<file path="config.mk">
export PLATFORM = sky130hd
export DESIGN_NAME = sorted_priority_queue
export DESIGN_NICKNAME = d
export VERILOG_FILES = /design/src/hw/rtl/spq_pkg.sv /design/src/hw/rtl/spq_cell.sv /design/src/hw/rtl/sorted_priority_queue.sv
export SDC_FILE = /design/constraint.sdc
export NUM_CORES = 2
export LEC_CHECK = 0
export BUFFER_PORTS_ARGS = -buffer_cell sky130_fd_sc_hd__buf_2
export CORE_UTILIZATION = 50
export DETAILED_ROUTE_END_ITERATION = 6
export PLACE_DENSITY = 0.74
export SYNTH_ARGS = -nofsm -noshare
export SYNTH_HDL_FRONTEND = slang
export SYNTH_SLANG_ARGS = --single-unit
export TNS_END_PERCENT = 5
</file>
<file path="constraint.sdc">
create_clock -name clk_i -period 10.9 [get_ports clk_i]
set_input_delay 2.18 -clock clk_i [delete_from_list [all_inputs] [get_ports clk_i]]
set_output_delay 2.18 -clock clk_i [all_outputs]
set_load 0.005 [all_outputs]
</file>
<file path="src/hw/rtl/spq_pkg.sv">
// ----------------------------------------------------------------------------
// spq_pkg
// Shared constants, codes and types of the sorted priority queue.
// ----------------------------------------------------------------------------
package spq_pkg;

  localparam int CAPACITY_DEF = 16;
  localparam int KEY_BITS_DEF = 32;

  localparam int KEY_W     = 32;
  localparam int PAY_W     = 32;
  localparam int ENTRIES_W = 5;
  localparam int OP_W      = 2;
  localparam int STATUS_W  = 2;

  localparam logic [OP_W-1:0] OP_INSERT = 2'd0;
  localparam logic [OP_W-1:0] OP_REMOVE = 2'd1;
  localparam logic [OP_W-1:0] OP_PEEK   = 2'd2;

  localparam logic [STATUS_W-1:0] ST_OK    = 2'd0;
  localparam logic [STATUS_W-1:0] ST_FULL  = 2'd1;
  localparam logic [STATUS_W-1:0] ST_EMPTY = 2'd2;

  typedef struct packed {
    logic ins;
    logic rem;
  } spq_cmd_t;

endpackage

</file>
<file path="src/hw/rtl/spq_cell.sv">
// ----------------------------------------------------------------------------
// spq_cell
// One slot of the sorted chain: keeps, takes the new entry, or shifts.
// ----------------------------------------------------------------------------
module spq_cell import spq_pkg::*; #(
  parameter int KEY_BITS = KEY_BITS_DEF
) (
  input  logic                clk_i,
  input  spq_cmd_t            cmd_i,
  input  logic                valid_i,
  input  logic [KEY_BITS-1:0] new_key_i,
  input  logic [PAY_W-1:0]    new_payload_i,
  input  logic                left_push_i,
  input  logic [KEY_BITS-1:0] left_key_i,
  input  logic [PAY_W-1:0]    left_payload_i,
  input  logic [KEY_BITS-1:0] right_key_i,
  input  logic [PAY_W-1:0]    right_payload_i,
  output logic [KEY_BITS-1:0] key_o,
  output logic [PAY_W-1:0]    payload_o,
  output logic                push_o
);

  logic [KEY_BITS-1:0] key_q, key_d;
  logic [PAY_W-1:0]    payload_q, payload_d;

  // slot is displaced by the new entry when empty or holding a larger key
  assign push_o = !valid_i || (key_q > new_key_i);

  always_comb begin
    key_d     = key_q;
    payload_d = payload_q;
    if (cmd_i.ins && push_o) begin
      if (left_push_i) begin
        key_d     = left_key_i;
        payload_d = left_payload_i;
      end else begin
        key_d     = new_key_i;
        payload_d = new_payload_i;
      end
    end else if (cmd_i.rem) begin
      key_d     = right_key_i;
      payload_d = right_payload_i;
    end
  end

  always_ff @(posedge clk_i) begin
    key_q     <= key_d;
    payload_q <= payload_d;
  end

  assign key_o     = key_q;
  assign payload_o = payload_q;

endmodule

</file>
<file path="src/hw/rtl/sorted_priority_queue.sv">
// ----------------------------------------------------------------------------
// sorted_priority_queue
// Bounded priority queue held as a sorted chain of slots, smallest key first.
// ----------------------------------------------------------------------------
// Usage:
//   Input channel (in_valid_i / in_stall_o) carries op_i, key_i, payload_i.
//   op insert places the entry behind all entries with key less or equal,
//   op remove drops the front entry, op peek (and the unused code) only
//   reports. Every input beat yields exactly one output beat on the output
//   channel (out_valid_o / out_stall_i) with the front entry, the count,
//   an empty flag and a status (ok, full on insert, empty on any other op).
//   The output beat follows in the next cycle. Throughput is one beat
//   per cycle unless stalled: every slot compares its key with the new
//   key in the same cycle and shifts in one step, so the chain never
//   iterates. The result sits in an output register; while it is stalled
//   the input is stalled too, and it resumes the cycle the output beat
//   is taken. Reset clears the entry count and the output valid; slot
//   contents are left as they are and are never read before being written.
// ----------------------------------------------------------------------------
module sorted_priority_queue import spq_pkg::*; #(
  parameter int CAPACITY = CAPACITY_DEF,
  parameter int KEY_BITS = KEY_BITS_DEF
) (
  input  logic                 clk_i,
  input  logic                 rst_ni,
  input  logic                 in_valid_i,
  output logic                 in_stall_o,
  input  logic [OP_W-1:0]      op_i,
  input  logic [KEY_W-1:0]     key_i,
  input  logic [PAY_W-1:0]     payload_i,
  output logic                 out_valid_o,
  input  logic                 out_stall_i,
  output logic [KEY_W-1:0]     front_key_o,
  output logic [PAY_W-1:0]     front_payload_o,
  output logic [ENTRIES_W-1:0] entries_o,
  output logic                 empty_flag_o,
  output logic [STATUS_W-1:0]  status_o
);

  localparam int CNT_W = $clog2(CAPACITY + 1);

  logic [CNT_W-1:0]    count_q, count_d;
  logic                out_valid_q;
  logic [KEY_W-1:0]    front_key_q, front_key_d;
  logic [PAY_W-1:0]    front_payload_q, front_payload_d;
  logic [STATUS_W-1:0] status_q, status_d;

  logic [KEY_BITS-1:0] new_key;
  logic                accept, full, empty;
  spq_cmd_t            cmd;

  logic [KEY_BITS-1:0] slot_key   [CAPACITY];
  logic [PAY_W-1:0]    slot_pay   [CAPACITY];
  logic [KEY_BITS-1:0] right_key  [CAPACITY];
  logic [PAY_W-1:0]    right_pay  [CAPACITY];
  logic [CAPACITY-1:0] slot_valid;
  logic [CAPACITY-1:0] push;
  logic [CAPACITY-1:0] left_push;

  assign new_key    = KEY_BITS'(key_i);
  assign in_stall_o = out_valid_q && out_stall_i;
  assign accept     = in_valid_i && !in_stall_o;
  assign full       = (count_q == CNT_W'(CAPACITY));
  assign empty      = (count_q == '0);

  assign cmd.ins = accept && (op_i == OP_INSERT) && !full;
  assign cmd.rem = accept && (op_i == OP_REMOVE) && !empty;

  for (genvar i = 0; i < CAPACITY; i++) begin : g_cell
    assign slot_valid[i] = (CNT_W'(i) < count_q);

    if (i == 0) begin : g_first
      assign left_push[i] = 1'b0;
    end else begin : g_mid
      assign left_push[i] = push[i-1];
    end

    if (i == CAPACITY - 1) begin : g_last
      assign right_key[i] = slot_key[i];
      assign right_pay[i] = slot_pay[i];
    end else begin : g_next
      assign right_key[i] = slot_key[i+1];
      assign right_pay[i] = slot_pay[i+1];
    end

    spq_cell #(
      .KEY_BITS(KEY_BITS)
    ) u_cell (
      .clk_i          (clk_i),
      .cmd_i          (cmd),
      .valid_i        (slot_valid[i]),
      .new_key_i      (new_key),
      .new_payload_i  (payload_i),
      .left_push_i    (left_push[i]),
      .left_key_i     ((i == 0) ? new_key : slot_key[(i == 0) ? 0 : i-1]),
      .left_payload_i ((i == 0) ? payload_i : slot_pay[(i == 0) ? 0 : i-1]),
      .right_key_i    (right_key[i]),
      .right_payload_i(right_pay[i]),
      .key_o          (slot_key[i]),
      .payload_o      (slot_pay[i]),
      .push_o         (push[i])
    );
  end

  always_comb begin
    logic [KEY_BITS-1:0] fk;
    logic [PAY_W-1:0]    fp;
    count_d = count_q;
    fk      = slot_key[0];
    fp      = slot_pay[0];
    if (cmd.ins) begin
      count_d = count_q + CNT_W'(1);
      if (push[0]) begin
        fk = new_key;
        fp = payload_i;
      end
    end else if (cmd.rem) begin
      count_d = count_q - CNT_W'(1);
      fk      = right_key[0];
      fp      = right_pay[0];
    end

    if (op_i == OP_INSERT) begin
      status_d = full ? ST_FULL : ST_OK;
    end else begin
      status_d = empty ? ST_EMPTY : ST_OK;
    end

    if (count_d == '0) begin
      front_key_d     = '0;
      front_payload_d = '0;
    end else begin
      front_key_d     = KEY_W'(fk);
      front_payload_d = fp;
    end
  end

  always_ff @(posedge clk_i or negedge rst_ni) begin
    if (!rst_ni) begin
      count_q     <= '0;
      out_valid_q <= 1'b0;
    end else begin
      if (accept) begin
        count_q <= count_d;
      end
      if (accept) begin
        out_valid_q <= 1'b1;
      end else if (!out_stall_i) begin
        out_valid_q <= 1'b0;
      end
    end
  end

  // result fields, held while stalled
  logic [CNT_W-1:0] count_out_q;

  always_ff @(posedge clk_i) begin
    if (accept) begin
      front_key_q     <= front_key_d;
      front_payload_q <= front_payload_d;
      status_q        <= status_d;
      count_out_q     <= count_d;
    end
  end

  assign out_valid_o     = out_valid_q;
  assign front_key_o     = front_key_q;
  assign front_payload_o = front_payload_q;
  assign entries_o       = ENTRIES_W'(count_out_q);
  assign empty_flag_o    = (count_out_q == '0);
  assign status_o        = status_q;

endmodule

</file>
# Word-level counts from Yosys, hierarchy flattened
# Index checks and enable logic that the tools add are counted.
[op_classes]
n_addsub = 2
n_lt_le_gt_ge = 32
eq_ne = 3
mux = 101
n_reduce_logical = 75
[op_table]
columns = ["cell", "count"]
rows = [
  ["32-bit 2-to-1 mux", 94],
  ["32-bit > comparator", 16],
  ["4-bit by 5-bit less-than comparator with 1-bit output (first input constant)", 8],
  ["2-bit nonzero test", 14],
  ["1-bit logical AND", 22],
  ["3-bit by 5-bit less-than comparator with 1-bit output (first input constant)", 4],
  ["1-bit zero test", 19],
  ["1-bit logical OR", 16],
  ["5-bit zero test", 3],
  ["1-bit by 5-bit less-than comparator with 1-bit output (first input constant)", 2],
  ["2-bit by 5-bit less-than comparator with 1-bit output (first input constant)", 2],
  ["5-bit 2-to-1 mux", 2],
  ["5-bit by 1-bit adder with 5-bit output (second input constant)", 1],
  ["5-bit == test (second input constant)", 1],
  ["5-bit by 1-bit subtractor with 5-bit output (second input constant)", 1],
  ["2-bit 2-to-1 mux", 2],
  ["1-bit 2-to-1 mux", 3],
  ["2-bit by 1-bit == test with 1-bit output (second input constant)", 1],
  ["2-bit zero test", 1],
  ["2-bit by 1-bit != test with 1-bit output (second input constant)", 1],
]
[totals]
ff_bits = 1101
in_bits = 70
out_inout_bits = 74
wordCells = 251

# Depth between registers and ports, before layout
[depth]
ltp_word = 8
depth_mapped = 14
ltp_nobuf = 9

# Modules after synthesis
# From an unflattened synthesis, not the netlist that was laid out.
[unflattened]
hier_cells = 10989
hier_area_um2 = 96105.9
[modules_own_cells]
columns = ["mod", "n_inst", "cells_each", "area_per_inst_um2", "seq_area_each_um2"]
rows = [
  ["spq_cell (g_cell[0].u_cell ...)", 14, 706, 5954.5, 1921.8],
  ["spq_cell (g_cell[8].u_cell ...)", 2, 364, 4239.1, 1921.8],
  ["sorted_priority_queue", 1, 377, 4265.3, 2282.2],
]

# Worst setup path after synthesis
# Ideal clock, no wire load.
[synth_path]
path_kind = "in2reg"
start = "in in_valid_i"
end = "reg g_cell[12].u_cell.key_q[0], enable pin"
setup_time_ns = 0.574
arrival_ns = 11.625
required_ns = 10.326
setup_slack_ns = -1.300
stages = 6
n_path_buf = 3
path_cell_list = "a21boi_1 > nand3_1 > buf_2 > clkbuf_1 > clkbuf_1 > o21ai_0"
[synth_via]
elab_chain_cells = 5
elab_cells_between_ends = 7
classes_between = "reduce/logical: 7"
[synth_lines]
columns = ["element", "line_no", "rtl"]
rows = [
  ["start: declaration", "sorted_priority_queue.sv:26", "input logic in_valid_i,"],
  ["1-bit logical AND (*)", "sorted_priority_queue.sv:62", "assign accept = in_valid_i && !in_stall_o;"],
  ["1-bit logical AND (2 in series)", "sorted_priority_queue.sv:66", "assign cmd.ins = accept && (op_i == OP_INSERT) && !full;"],
  ["1-bit logical AND", "spq_cell.sv:32", "if (cmd_i.ins && push_o) begin"],
  ["2-bit nonzero test (no source line) (*)", "--", ""],
  ["end signal: assignment", "spq_cell.sv:47", "key_q <= key_d;"],
  ["end: declaration", "spq_cell.sv:23", "logic [KEY_BITS-1:0] key_q, key_d;"],
]
# Mark *: on every way between the ends. The rest lies on a longest branch, timed or not.
# A chain may end at the register's enable or synchronous reset.

# Final worst setup path
[layout_path]
start = "in key_i[31]"
end = "reg g_cell[12].u_cell.key_q[25] (data pin)"
[layout_via]
elab_chain_cells = 4
elab_cells_between_ends = 7
classes_between = "order compare: 2; mux: 2; reduce/logical: 3"
[layout_lines]
columns = ["element", "line_no", "rtl"]
rows = [
  ["start: declaration", "sorted_priority_queue.sv:29", "input logic [KEY_W-1:0] key_i,"],
  ["32-bit > comparator", "spq_cell.sv:27", "assign push_o = !valid_i || (key_q > new_key_i);"],
  ["1-bit logical OR", "spq_cell.sv:27", ""],
  ["32-bit 2-to-1 mux or 1-bit logical AND (tied branches)", "spq_cell.sv:33, spq_cell.sv:32", ""],
  ["32-bit 2-to-1 mux (*)", "spq_cell.sv:32", ""],
  ["via g_cell[12].u_cell.key_d[25]", "spq_cell.sv:23", ""],
]
# The timed path passes the listed nets; every way through them passes the cells marked *.

==> impl_metrics.py <==
metrics = {
    "setup_path": {
        "path_max_fanout": 74,
        "r2r_slack_ns": 5.71,
        "crit_path_start_kind": "primary input",
        "critPathKind": "in -> reg",
        "worstPathArrival_ns": 7.26,
        "rr_startpoint": "count_q[1]$_DFFE_PN0P_",
        "worst_ep_required_time_ns": 11.31,
        "reg2reg_to": "g_cell[5].u_cell.payload_o[6]$_DFFE_PP_",
        "worst_setup_path_end_kind": "flop",
        "rr_worst_depth": 8,
    },
    "synth": {
        "netlist_top_cells_area": "edfxtp_1, mux2i_1, ha_1",
        "synth_fp_nets": 6645,
        "ys_types": 76,
        "synth_top_area_share_pct": 46.9,
        "ys_warn_count": 0,
        "syn_area_per_cell_um2": 10.9,
        "synth_seq_cells": 1101,
        "synth_cells": 6060,
        "ys_dominant_reg_cell": "edfxtp_1",
        "synth_edf_count": 1031,
        "seq_area_frac_synth_pct": 49.1,
        "synth_top_area_cell": "edfxtp_1",
        "async_reset_ff_share_pct": 0.545,
        "syn-cell-area_mm2": 0.0660,
    },
    "min_path": {
        "whs_path_depth": 2,
        "hold_path.class": "reg -> reg",
        "hold_end": "g_cell[14].u_cell.payload_o[5]$_DFFE_PP_",
        "min_from": "g_cell[15].u_cell.payload_o[5]$_DFFE_PP_",
    },
    "sta": {
        "slew_headroom_pct": 15.0,
        "setup_viol": 0,
        "timing.hold.ws_ns": 0.512,
        "fin_skew_ns": 0.0521,
        "tightest_slew_ns": 1.27,
        "rsz0062_at_grt": "false",
        "fmax_mhz": 146,
        "hold_viol_final": 0,
        "period_share_pct": 62.9,
        "fin_crit_ns": 6.85,
        "drv_slew": 0,
    },
    "floorplan": {
        "die_h_um": 365,
        "ioPinCount": 144,
        "start_util_pct": 50.7,
        "core-area_mm2": 0.130,
        "rows": 132,
        "die_w_um": 365,
        "fp.dieArea_mm2": 0.133,
    },
    "grt": {
        "grt_max_degree": 97,
        "antenna_found_initial": 7,
        "grt_pass1_vias": 48200,
        "grt_usage_pct": 27.7,
        "overflow": 0,
        "grt_pass1_wl_um": 286000,
    },
    "placement": {
        "dp_hpwl_um": 126000,
        "post_dp_cell_area_mm2": 0.0682,
        "port_buffers": 143,
        "placedCellCount": 7581,
        "gp_congestion": 0.945,
    },
    "finish": {
        "drive_above_1_share_pct": 10.8,
        "nets": 6543,
        "syn_to_final_growth_pct": 9.31,
        "layout_common_cells": "edfxtp_1, mux2i_1, o21ai_0",
        "final_cells": 7805,
        "mostFrequentLayoutCell": "edfxtp_1",
        "final_cell_area_mm2": 0.0722,
    },
    "clock_tree": {
        "post-cts-setup-buffers": 0,
        "cts.sinks": 1101,
        "tritoncts": "done",
        "clk_latency_ns": 0.75,
        "cts_buffer_depth": 3,
        "ctsHtreeMaxLevel": 3,
        "clk_pin_slew_ns": 0.06,
        "cts_root_buffer": "clkbuf_16",
        "numCtsBuffers": 117,
        "cts_hold_buf": 0,
        "cts.repair.resized": 0,
    },
    "route": {
        "drtPass1Iterations": 7,
        "num_vias": 49400,
        "drt_wl_total_um": 189000,
        "ant_nets": 0,
        "drc": 2,
        "wl_per_cell_um": 24.2,
        "via_per_inst": 6.33,
        "drt_iter0_drc": 5522,
    },
    "pwr": {
        "power_switching_mw": 4.72,
        "p_seq_share_pct": 40.5,
        "p_int_mw": 9.42,
        "p_comb_share_pct": 29.7,
        "power.share.clock_pct": 29.7,
        "p_total_mw": 14.1,
        "power_leakage_nw": 28.6,
        "irDropWorstVdd_mv": 0.165,
        "swShare_pct": 33.4,
        "powerDensity_mw_per_mm2": 196,
    },
    "outcome": {
        "outcome": "finished with violations",
        "violations": "design-rule violations",
    },
    "job": {
        "maxCapViolCount": 0,
    },
}
==> synth_stat cells, types with 64 or more instances <==
library cell,count
mux2_2,159
o21ai_0,646
a21oi_1,601
a31oi_1,69
inv_1,67
edfxtp_1,1031
nand2_1,495
nand4_1,101
dfxtp_1,64
nand3_1,104
mux2i_1,833
buf_2,127
ha_1,515
clkbuf_1,300
a211oi_1,71
nor2_1,487
==> power by group through the flow <==
stage	Clock [mW]	Combinational, mW	Sequential, mW
final	4.20	4.21	5.73
after global routing	4.41	4.51	5.79
after CTS	4.25	4.14	5.72
after detailed placement	0	4.12	5.80
after global placement	0	4.00	5.78
after floorplan	0	3.01	5.65
==> sequential cells by signal (all words and copies together), names as in the netlist <==
name                     count
front_key_o                 32
front_payload_o             32
g_cell.u_cell.payload_o    512
entries_o                    5
count_q                      5
g_cell.u_cell.key_o        512
out_valid_o                  1
status_o                     2
==> final cells by class <==
| type | instances | area (um2) |
|---|---|---|
| Sequential cell | 1101 | 32400 |
| Timing Repair Buffer | 239 | 1440 |
| Tap cell | 1742 | 2180 |
| Antenna cell | 1 | 2.50 |
| Clock buffer | 161 | 3220 |
| Multi-Input combinational cell | 4432 | 31900 |
| Fill cell | 10900 | 58100 |
| Clock inverter | 62 | 779 |
| Inverter | 67 | 251 |
==> stage by stage <==
| step | TNS (ns) | utilization, % | setup slack (ns) |
|---|---|---|---|
| 3_3_place_gp | 0 | 52.3 | 3.52 |
| 4_1_cts | 0 | 55.4 | 4.24 |
| 3_5_place_dp | 0 | 52.3 | 3.46 |
| 5_1_grt | 0 | 55.4 | 3.98 |
| 6_report | 0 | 55.4 | 4.05 |
| 2_1_floorplan | -166.36 | - | -1.30 |
==> routing by layer <==
metal / global-route usage, % / wire, um / part of all wire (%) / up-vias
li1: - / - / - / 22600
met1: 36.0 / 75900 / 40 / 24100
met2: 46.0 / 89100 / 47 / 2249
met3: 4.99 / 17000 / 9.0 / 383
met4: 10.4 / 6660 / 3.5 / 4
met5: 0 / 27 / 0.014 / -
==> worst max-delay path by stage <==
stage / startpoint / endpoint / depth (start not counted)
global placement: key_i[31] / g_cell[12].u_cell.key_o[21]$_DFFE_PP_ / 12
CTS: key_i[31] / g_cell[12].u_cell.payload_o[9]$_DFFE_PP_ / 12
detailed placement: key_i[31] / g_cell[12].u_cell.key_o[29]$_DFFE_PP_ / 12
floorplan: in_valid_i / g_cell[12].u_cell.key_o[0]$_DFFE_PP_ / 6
finish: key_i[31] / g_cell[12].u_cell.key_o[25]$_DFFE_PP_ / 12
global route: key_i[31] / g_cell[12].u_cell.payload_o[1]$_DFFE_PP_ / 12
==> cells by family after synthesis <==
group	count (synthesis)	share of synthesized area, %
simple gates	1322	8.72
xor+xnor	4	0.0531
fa+ha+maj	515	9.76
buf+inv	527	3.35
compound gates	1568	13.1
mux	1023	15.9
flops	1101	49.1
==> worst max-delay path, cell delays in order <==
cell       delay [ns]
buf_2            0.34
inv_1            0.52
ha_1             0.50
nand4_1          0.17
nor4_1           0.86
nand3_1          0.29
nand2_1          0.20
a2bb2oi_4        0.14
buf_4            0.62
buf_4            0.86
mux2i_1          0.26
a21oi_1          0.09
(Power assumes the default switching activity.)
